===== config.mk =====
export PLATFORM = sky130hd
export DESIGN_NAME = bsrt_ram
export DESIGN_NICKNAME = d
export VERILOG_FILES = /design/src/sv/bsrt_ram.sv
export SDC_FILE = /design/constraint.sdc
export NUM_CORES = 1
export LEC_CHECK = 0
export ABC_AREA = 1
export CAP_MARGIN = 20
export CORE_MARGIN = 4
export CORE_UTILIZATION = 50
export DETAILED_ROUTE_END_ITERATION = 8
export DONT_BUFFER_PORTS = 1
export HOLD_SLACK_MARGIN = 0.06
export REMOVE_ABC_BUFFERS = 1
export SETUP_SLACK_MARGIN = 0.02
export SYNTH_ARGS = -nofsm -noshare
export SYNTH_HDL_FRONTEND = slang
export SYNTH_SLANG_ARGS = --single-unit

===== constraint.sdc =====
create_clock -name clk_i -period 3.8 [get_ports clk_i]
set_clock_uncertainty 0.2 [all_clocks]
set_input_delay 0.57 -clock clk_i [delete_from_list [all_inputs] [get_ports clk_i]]
set_output_delay 0.57 -clock clk_i [all_outputs]
set_load 0.005 [all_outputs]

===== src/sv/bsrt_ram.sv =====
module bsrt_ram #(
  parameter int WIDTH = 8,
  parameter int DEPTH = 16,
  parameter int AW    = (DEPTH > 1) ? $clog2(DEPTH) : 1
) (
  input  logic             clk_i,
  input  logic             we_i,
  input  logic [AW-1:0]    waddr_i,
  input  logic [WIDTH-1:0] wdata_i,
  input  logic [AW-1:0]    raddr_i,
  output logic [WIDTH-1:0] rdata_o
);

  logic [WIDTH-1:0] mem_q [DEPTH];
  logic [WIDTH-1:0] rdata_q;

  always_ff @(posedge clk_i) begin
    if (we_i) begin
      mem_q[waddr_i] <= wdata_i;
    end
    rdata_q <= mem_q[raddr_i];
  end

  assign rdata_o = rdata_q;

endmodule


==> impl.org <==
** STA
- RSZ-0062 raised after global routing :: no
- The final-report max-slew violation count came to 0.
- Static timing analysis puts the maximum clock frequency at 567.8 MHz.
- Counting I/O delays and the setup requirement, the final critical path takes 1761 ps.
- Setup violations remaining at the end of the flow were counted as 0.
- Number of endpoints with negative hold slack in the final report :: 0
- Of the available clock period, the critical path in the final layout requires 0.4634.
- In the final timing run, aggregate negative setup slack is 0 ps.
- Hold is met by 107.1 ps.
- Transition at the pin with the smallest max-transition slack :: 943.8 ps
- Measured against its own limit, the worst slew margin works out to 0.3685.

** Clock tree
- Latest clock arrival within the worst-skew pair :: 410 ps
- Worst-path clk slew :: 60 ps
- TritonCTS created 17 clock buffers.
- Clock tree root driver cell :: sky130_fd_sc_hd__clkbuf_16
- CTS saw 136 sinks.
- The H-tree was split into 4 levels.
- TritonCTS clock tree :: done
- Counting along the longest clock path gives a buffer depth of 2.

** Routing
- Number of remaining DRC errors :: 0
- Vias per cell :: 5.127
- The final layout contains routed wiring with a total length of 12150 um.
- Drt pass-1 iters :: 5
- Initial DRC Count :: 235
- After detailed routing, the average wire length per cell comes to 17.14 um.
- Count of antenna-violating nets left after detailed routing :: 0
- For this block, the via count after detailed routing is 3635.

** Pwr
- Across the VDD grid, the largest voltage drop is 0.0002799 V.
- Cell leakage power :: 2.784 nW
- For this design the ratio of total power to cell area is 563.2 nW/um^2.

** Critical path
- The worst setup path is of the input port to flop kind.
- Together, buffers and inverters on the worst path number 0.
- At the worst endpoint, the arrival time is 1600 ps.
- Startpoint types :: input port
- On the critical path the largest part of the delay comes from simple AND/OR/NAND/NOR gates.
- Ordered cell list for the critical path :: nand3b_1, nor2_1
- Top fanout value on the critical path :: 8
- For this design, the slowest cell found on the critical path is sky130_fd_sc_hd__nor2_1.
- Worst Path Required :: 3640 ps
- The worst setup path is captured at a flop.
- The largest single stage delay on the critical path is 770 ps.

** Cells and area
- The area growth from synthesis to layout is 13.63%.
- # nets final :: 573
- Post-Route Utilization :: 0.5915
- Fill count :: 916
- With fillers left out, the area of the finished cells amounts to 6553 um^2.
- In the final layout, the share of cells above drive strength 1 is 0.05986.
- Summing all multi-input logic gate instances after layout gives 1214 um^2.
- Register cell area after layout :: 4004 um^2

** Synth
- Number of distinct standard cells referenced by the synthesized netlist :: 12
- The cell count after synthesis came out at 551.
- Post-synthesis sequential element count :: 136
- After synthesis, the mean cell area works out to 10.47 um^2.
- After synthesis the cells add up to 5767 um^2.
- Of the synthesized area, sequential elements account for 0.6943.
- The Yosys step of the flow raised 0 warnings.

** Die
- The die covers 13320 um^2.
- The total area inside the core boundary comes to 11080 um^2.
- Boundary pin count :: 26
- The die is 115.4 um wide.
- Die extent in y :: 115.4 um
- Number of rows created at floorplan :: 38
- For this configuration, the core starts out at a cell density of 0.5206.

** Run status
- The run finished with clean final reports.

** Worst hold path
- Type of the tightest min-delay check :: input port to flop

** Global route
- Leftover overflow at the end of global routing :: 0
- GRT Util Overall :: 0.1996
- The via count of the first global-routing pass came to 3482.
- The initial antenna violation count is 1.
- Entering global routing, the biggest net connects 66 pins.
- The first global-routing pass estimated 19330 um of wire.

** Run
- Count of max-cap constraint violations :: 0

** Placement
- # port buffers :: 0
- DP HPWL :: 7139 um
- In this run the cell area measured after placement is 5776 um^2.
- Weighted congestion reported at the end of routability-driven placement :: 0.8196
-- final cells by class --
cell class,instances,area share
inverters,102,0.05843
well taps,140,0.02673
multi-input cells,289,0.1852
clock buffers,17,0.06492
repair buffers,9,0.01528
clock inverters,15,0.03800
diodes,1,0.0003819
flip-flops and latches,136,0.6110
-- synthesized netlist by cell type (all sizes together) --
cell      n  area [um^2]
nand2   173        649.4
edfxtp  128         3844
inv     102        382.9
nand3    97        485.5
buf      24        166.4
nor2     17        63.81
dfxtp     8        160.2
nand3b    2        15.01
-- stage by stage --
step / power (mW) / setup slack, ps / instances
final: 3.690 / 2039 / 709
after floorplan: 1.808 / 2050 / 527
after CTS: 3.713 / 1976 / 707
after global routing: 3.814 / 1988 / 708
after detailed placement: 1.844 / 1548 / 667
after global placement: 1.841 / 1570 / 667
-- final timing paths --
path	start	endpoint	slack, ps	depth (start not counted)
max	waddr_i[2]	mem_q[11][1]	2040	2
min reg2reg	mem_q[10][3]	rdata_o[3]	470	6
min	raddr_i[3]	rdata_o[5]	110	2
max reg2reg	mem_q[1][2]	rdata_o[2]	2610	6
-- state kept, by name, summed over array words and instances (netlist names) --
name	cells
mem_q	128
rdata_o	8
-- report_power, final --
| part | total [mW] | switching (mW) | leakage, nW | internal, mW |
|---|---|---|---|---|
| Clock | 1.85 | 0.616 | 0.325 | 1.23 |
| Sequential | 1.69 | 0.0121 | 1.22 | 1.68 |
| Combinational | 0.151 | 0.104 | 1.23 | 0.0473 |
-- cell usage in the layout, fill, tap and decap left out --
cell,Yosys,routed
sky130_fd_sc_hd__nand2_1,173,173
sky130_fd_sc_hd__inv_2,2,2
sky130_fd_sc_hd__nor2_1,17,17
sky130_fd_sc_hd__clkinv_4,0,4
sky130_fd_sc_hd__edfxtp_1,128,128
sky130_fd_sc_hd__clkinv_1,0,1
sky130_fd_sc_hd__nand3_1,97,97
sky130_fd_sc_hd__clkinvlp_4,0,1
sky130_fd_sc_hd__nand3b_1,2,2
sky130_fd_sc_hd__dlygate4sd3_1,0,8
sky130_fd_sc_hd__inv_6,0,2
sky130_fd_sc_hd__dfxtp_1,8,8
sky130_fd_sc_hd__clkbuf_16,0,17
sky130_fd_sc_hd__bufinv_16,0,6
sky130_fd_sc_hd__buf_12,0,1
sky130_fd_sc_hd__inv_1,100,100
sky130_fd_sc_hd__clkinv_2,0,1
sky130_fd_sc_hd__diode_2,0,1
-- what timing repair did --
item | 4_1_cts | 5_1_grt
endpoints found under the hold margin | 128 | 0
setup buffers | 0 | 0
hold buffers | 8 | 0
resized for setup | 0 | 0
-- per-layer routing --
layer  vias up  track usage  part of all wire
met3        19      0.05368             0.057
met4         0      0.07825             0.016
met5         -            0                 0
li1       1786            -                 -
met2       102       0.3075              0.48
met1      1728       0.2722              0.44
-- kinds of logic after synthesis --
| kind of cell | count (synthesis) | share of synthesized area |
|---|---|---|
| buf+inv | 126 | 0.09525 |
| flops | 136 | 0.6943 |
| simple gates | 289 | 0.2105 |
No activity file was read; power rests on OpenSTA's default activity.
