$ cat config.mk
export PLATFORM = sky130hd
export DESIGN_NAME = bsrt_stats
export DESIGN_NICKNAME = d
export VERILOG_FILES = /design/src/sv/bsrt_pkg.sv /design/src/sv/bsrt_stats.sv
export SDC_FILE = /design/constraint.sdc
export NUM_CORES = 1
export LEC_CHECK = 0
export ABC_AREA = 1
export BUFFER_PORTS_ARGS = -buffer_cell sky130_fd_sc_hd__buf_2
export CAP_MARGIN = 20
export CORE_ASPECT_RATIO = 0.9
export CORE_UTILIZATION = 58
export CTS_CLUSTER_SIZE = 10
export DETAILED_ROUTE_END_ITERATION = 10
export GPL_TIMING_DRIVEN = 0
export PLACE_DENSITY = 0.86
export SLEW_MARGIN = 25
export SYNTH_ARGS = -nofsm -noshare
export SYNTH_HDL_FRONTEND = slang
export SYNTH_SLANG_ARGS = --single-unit
export TNS_END_PERCENT = 10
$ cat constraint.sdc
create_clock -name clk_i -period 5.7 [get_ports clk_i]
set_clock_uncertainty 0.2 [all_clocks]
set_input_delay 0.57 -clock clk_i [delete_from_list [all_inputs] [get_ports clk_i]]
set_output_delay 0.57 -clock clk_i [all_outputs]
set_load 0.01 [all_outputs]
$ cat src/sv/bsrt_pkg.sv
package bsrt_pkg;

  // Default geometry
  localparam int BSRT_DEPTH       = 256;
  localparam int BSRT_SECTOR_BITS = 48;

  // Fixed field widths
  localparam int SECTOR_W    = 48;
  localparam int REASON_W    = 16;
  localparam int TIME_W      = 32;
  localparam int ACC_W       = 32;
  localparam int TOTAL_W     = 32;
  localparam int CFG_W       = 9;
  localparam int CFG_IDX_W   = 1;
  localparam int COUNT_OUT_W = 9;

  localparam logic [CFG_W-1:0] MAX_ENTRIES_RST = 9'd256;
  localparam logic [ACC_W-1:0] ACC_MAX         = '1;

  // Configuration register indexes
  localparam logic [CFG_IDX_W-1:0] CFG_MAX_ENTRIES = 1'b0;
  localparam logic [CFG_IDX_W-1:0] CFG_ENABLED     = 1'b1;

  // Request types
  localparam logic REQ_MAP = 1'b0;
  localparam logic REQ_ADD = 1'b1;

  typedef enum logic [1:0] {
    ST_MAPPED = 2'd0,
    ST_KILLED = 2'd1,
    ST_ADDED  = 2'd2,
    ST_FULL   = 2'd3
  } status_e;

  typedef struct packed {
    logic                req_type;
    logic [SECTOR_W-1:0] sector;
    logic [SECTOR_W-1:0] repl_sector;
    logic [REASON_W-1:0] reason;
    logic                is_write;
    logic [TIME_W-1:0]   now_seconds;
  } bsrt_in_t;

  typedef struct packed {
    logic [SECTOR_W-1:0]    dest_sector;
    status_e                status;
    logic                   hit;
    logic [COUNT_OUT_W-1:0] entry_count;
    logic [SECTOR_W-1:0]    next_spare;
    logic                   dirty;
    logic [TOTAL_W-1:0]     read_total;
    logic [TOTAL_W-1:0]     write_total;
  } bsrt_out_t;

  // Update command from the sequencer to the statistics registers
  typedef struct packed {
    logic                add;
    logic                map_rd;
    logic                map_wr;
    logic [SECTOR_W-1:0] spare;
  } bsrt_upd_t;

  // Post-update totals reported with a result
  typedef struct packed {
    logic [SECTOR_W-1:0] next_spare;
    logic                dirty;
    logic [TOTAL_W-1:0]  reads;
    logic [TOTAL_W-1:0]  writes;
  } bsrt_tot_t;

endpackage

$ cat src/sv/bsrt_stats.sv
module bsrt_stats import bsrt_pkg::*; #(
  parameter int TABLE_DEPTH = BSRT_DEPTH,
  parameter int SECTOR_BITS = BSRT_SECTOR_BITS,
  parameter int CNT_W       = $clog2(TABLE_DEPTH + 1)
) (
  input  logic                 clk_i,
  input  logic                 rst_ni,
  input  logic                 cfg_we_i,
  input  logic [CFG_IDX_W-1:0] cfg_idx_i,
  input  logic [CFG_W-1:0]     cfg_wdata_i,
  input  bsrt_upd_t            upd_i,
  output logic [CNT_W-1:0]     cnt_o,
  output logic [CNT_W-1:0]     cnt_nxt_o,
  output logic                 full_o,
  output logic                 enabled_o,
  output bsrt_tot_t            tot_o
);

  localparam int SW    = (SECTOR_BITS < SECTOR_W) ? SECTOR_BITS : SECTOR_W;
  localparam int CMP_W = (CNT_W > CFG_W) ? CNT_W : CFG_W;
  localparam logic [CMP_W-1:0] DEPTH_C = CMP_W'(TABLE_DEPTH);

  logic [CFG_W-1:0]   max_q;
  logic               en_q;
  logic [CNT_W-1:0]   cnt_q, cnt_d;
  logic [SW-1:0]      nsp_q, nsp_d;
  logic               dirty_q, dirty_d;
  logic [TOTAL_W-1:0] rd_q, rd_d;
  logic [TOTAL_W-1:0] wr_q, wr_d;
  logic [CMP_W-1:0]   lim;
  logic [CMP_W-1:0]   max_ext;

  always_ff @(posedge clk_i or negedge rst_ni) begin
    if (!rst_ni) begin
      max_q <= MAX_ENTRIES_RST;
      en_q  <= 1'b1;
    end else if (cfg_we_i) begin
      case (cfg_idx_i)
        CFG_MAX_ENTRIES: max_q <= cfg_wdata_i;
        CFG_ENABLED:     en_q  <= cfg_wdata_i[0];
        default: ;
      endcase
    end
  end

  // A limit above the table depth acts as the depth
  assign max_ext = CMP_W'(max_q);
  assign lim     = (max_ext > DEPTH_C) ? DEPTH_C : max_ext;
  assign full_o  = (CMP_W'(cnt_q) >= lim);

  always_comb begin
    cnt_d   = cnt_q;
    nsp_d   = nsp_q;
    dirty_d = dirty_q;
    rd_d    = rd_q;
    wr_d    = wr_q;
    if (upd_i.add) begin
      cnt_d   = cnt_q + CNT_W'(1);
      nsp_d   = upd_i.spare[SW-1:0] + SW'(1);
      dirty_d = 1'b1;
    end
    if (upd_i.map_rd) begin
      rd_d = rd_q + TOTAL_W'(1);
    end
    if (upd_i.map_wr) begin
      wr_d = wr_q + TOTAL_W'(1);
    end
  end

  always_ff @(posedge clk_i or negedge rst_ni) begin
    if (!rst_ni) begin
      cnt_q   <= '0;
      nsp_q   <= '0;
      dirty_q <= 1'b0;
      rd_q    <= '0;
      wr_q    <= '0;
    end else begin
      cnt_q   <= cnt_d;
      nsp_q   <= nsp_d;
      dirty_q <= dirty_d;
      rd_q    <= rd_d;
      wr_q    <= wr_d;
    end
  end

  assign cnt_o            = cnt_q;
  assign cnt_nxt_o        = cnt_d;
  assign enabled_o        = en_q;
  assign tot_o.next_spare = SECTOR_W'(nsp_d);
  assign tot_o.dirty      = dirty_d;
  assign tot_o.reads      = rd_d;
  assign tot_o.writes     = wr_d;

endmodule

==> reports/metrics.yaml <==
syn_area_per_cell_sq_um: 7.614
synth_warnings: 0
dr.first_iter.drc_count: 599
io_pins: 197
num_rows: 39
cts_setup_buffers: 0
end_kind: "output port"
cts_buffer_depth: 2
drcViolationCount: 0
wl_per_cell_um: 14.37
dieArea_sq_um: 13630
setup-violations-final: 0
p_total_mw: 2.964
drt-pass1-iter-count: 6
drt-total-wl_um: 20090
fin_tns_setup_ns: 0
leakagePower_nw: 4.992
peakVddDrop_uv: 316.6
grt_max_degree: 85
grt_remaining_overflow: 0
synth.distinct_cells: 36
required_ns: 4.93
yosys.area.top_type_share: 0.4260
ys.flop_type: "dfrtp_1"
nNetsFinal: 1296
coreArea_sq_um: 12780
synthTopCellsByArea: "dfrtp_1, nand2_1, nor2_1"
syn_inst: 1003
worstHoldPathType: "in -> reg"
ys_async_sr_fraction: 1.000
startpoint_type: "register"
path_max_fanout: 4
layout-drive-gt1-share: 0.2256
slew_viol_final: 0
cts_buffers: 17
power.density_nw_per_um2: 312.6
grtUsageMet2: 0.4813
synth_seq_cells: 132
slew_headroom: 0.5937
setup.worst_path.start: "max_ext[4]"
grt_pass1_vias: 6816
synth-edff-count: 0
final_cell_mix: "nand2_1, buf_2, dfrtp_1"
outcome: "complete, no violations"
hold_viol: 0
syn_nets: 1080
use_met3: 0.07819
cts.sinks: 132
finalCritPeriodShare: 0.5503
maxCapViolations: 0
via_per_inst: 5.215
yosysSeqAreaShare: 0.4328
insertion_delay_ns: 0.42
antenna_found_initial: 3
cts_tree: "built"
r2r_start: "rd_q[0]"
track_usage: 0.3084
dp_hpwl_um: 15080
worstHoldStart: "cfg_we_i"
cts_max_level: 4
portBuffers: 195
tightest_slew_ns: 0.6094
rsz0062_at_grt: "false"
die_h_um: 110.9
antenna_left: 0
start_util: 0.5974
vias: 7291
die_x_um: 123.0
crit_type: "reg -> out"
max_freq_mhz: 318.8
grt_pass1_wl_um: 32410
cts-root-buf: "clkbuf_16"
area_growth_pct: 24.13
synth_area_sq_um: 7637
synth_top_cell_by_area: "dfrtp_1"
met1_usage: 0.4097
busiest_layer: "met2"
worst_ep_arrival_time_ns: 2.37
cts.reportedPaths.clkPinSlew_ns: 0.06
finalCriticalPeriod_ns: 3.137
final_common_cell: "nand2_1"
place.gp.congestion: 0.9702
==> metrics by stage <==
| step | hold WS, ns | cell area, sq um | utilization | instances | setup WS, ns |
|---|---|---|---|---|---|
| 6_report | 0.1484 | 9480 | 0.7415 | 1398 | 2.563 |
| 2_1_floorplan | 0.07441 | 7637 | - | 1003 | 3.272 |
| 3_3_place_gp | 0.2363 | 8818 | 0.6898 | 1362 | 2.136 |
| 5_1_grt | 0.1332 | 9480 | 0.7415 | 1398 | 2.307 |
| 3_5_place_dp | 0.2383 | 8856 | 0.6927 | 1363 | 2.695 |
| 4_1_cts | 0.1304 | 9475 | 0.7411 | 1396 | 2.549 |
==> routing by layer <==
metal	up-vias	wire, um
li1	3608	-
met1	3332	8769
met2	311	9330
met3	40	1502
met4	0	487
met5	-	0
==> path summary, 6_finish.rpt <==
kind / endpoint / slack, ns / depth (start not counted)
setup / recovery: full_o / 2.56 / 12
hold / removal: enabled_o / 0.15 / 2
setup reg to reg: rd_q[30] / 3.78 / 10
hold reg to reg: dirty_q / 0.25 / 1
max in group asynchronous: cnt_o[1] / 4.10 / 3
min in group asynchronous: max_ext[5] / 0.45 / 2
==> cells by family (layout without fill, tap and decap cells) <==
| family | Yosys count | after routing | synth area share |
|---|---|---|---|
| AO/OA/AOI/OAI | 47 | 47 | 0.03440 |
| XOR/XNOR | 73 | 73 | 0.08372 |
| adder cells (fa/ha/maj) | 13 | 13 | 0.02130 |
| buffers and inverters | 117 | 346 | 0.05947 |
| flip-flops | 132 | 132 | 0.4328 |
| multiplexers | 7 | 7 | 0.01032 |
| other | 0 | 2 | 0 |
| AND/OR/NAND/NOR | 614 | 614 | 0.3580 |
==> sequential cells by signal, indices dropped and copies added, names as in the netlist <==
register / cells
enabled_o: 1
max_ext: 9
cnt_o: 9
wr_q: 32
rd_q: 32
dirty_q: 1
nsp_q: 48
==> synth_stat cells (5+ instances only) <==
cell type and number:
nor2_4 13, nand4_1 24, nand3_1 64, nand2_1 348
ha_1 13, nand3b_1 5, nor2_2 11, inv_1 101
o21ai_0 18, xor2_1 41, o21ai_1 5, xnor2_1 32
nand2_2 5, nor2_1 113, nand2_4 5, mux2_2 7
nor4_1 5, nor3_1 15, dfrtp_1 130, a21oi_1 8
a31oi_1 10, clkbuf_1 7
==> critical path: stages, from the launching register on <==
cell and delay, ns:
dfrtp_1 0.40, nor4_1 0.29, nand2_1 0.10, nand2_1 0.13, nand2_1 0.08, ha_1 0.29
a21oi_1 0.15, a21oi_1 0.09, o21bai_1 0.13, nand2_1 0.07, nand2_1 0.05, nand2_1 0.04
buf_2 0.13
==> what timing repair did <==
| action | in CTS | in global routing |
|---|---|---|
| hold buffers | 1 | 0 |
| hold endpoints to repair | 48 | 0 |
| gates resized for setup | 0 | 0 |
| setup endpoints to repair | 0 | 0 |
==> power by group <==
part	leakage, nW	total, mW	switching (mW)	internal [mW]
clock network	0.296	1.14	0.398	0.743
logic	3.06	0.662	0.400	0.262
registers	1.63	1.16	0.105	1.06
total	4.99	2.96	0.903	2.06
==> final cells by class <==
class | instances | area [sq um]
Inverter | 102 | 382.9
Clock inverter | 9 | 151.4
Clock buffer | 23 | 457.9
Timing Repair Buffer | 197 | 1023
Buffer | 15 | 71.32
Sequential cell | 132 | 3306
Multi-Input combinational cell | 754 | 3877
Fill cell | 984 | 3304
Antenna cell | 2 | 5.005
Tap cell | 164 | 205.2
Note: power is estimated with default switching activity, not from simulation.
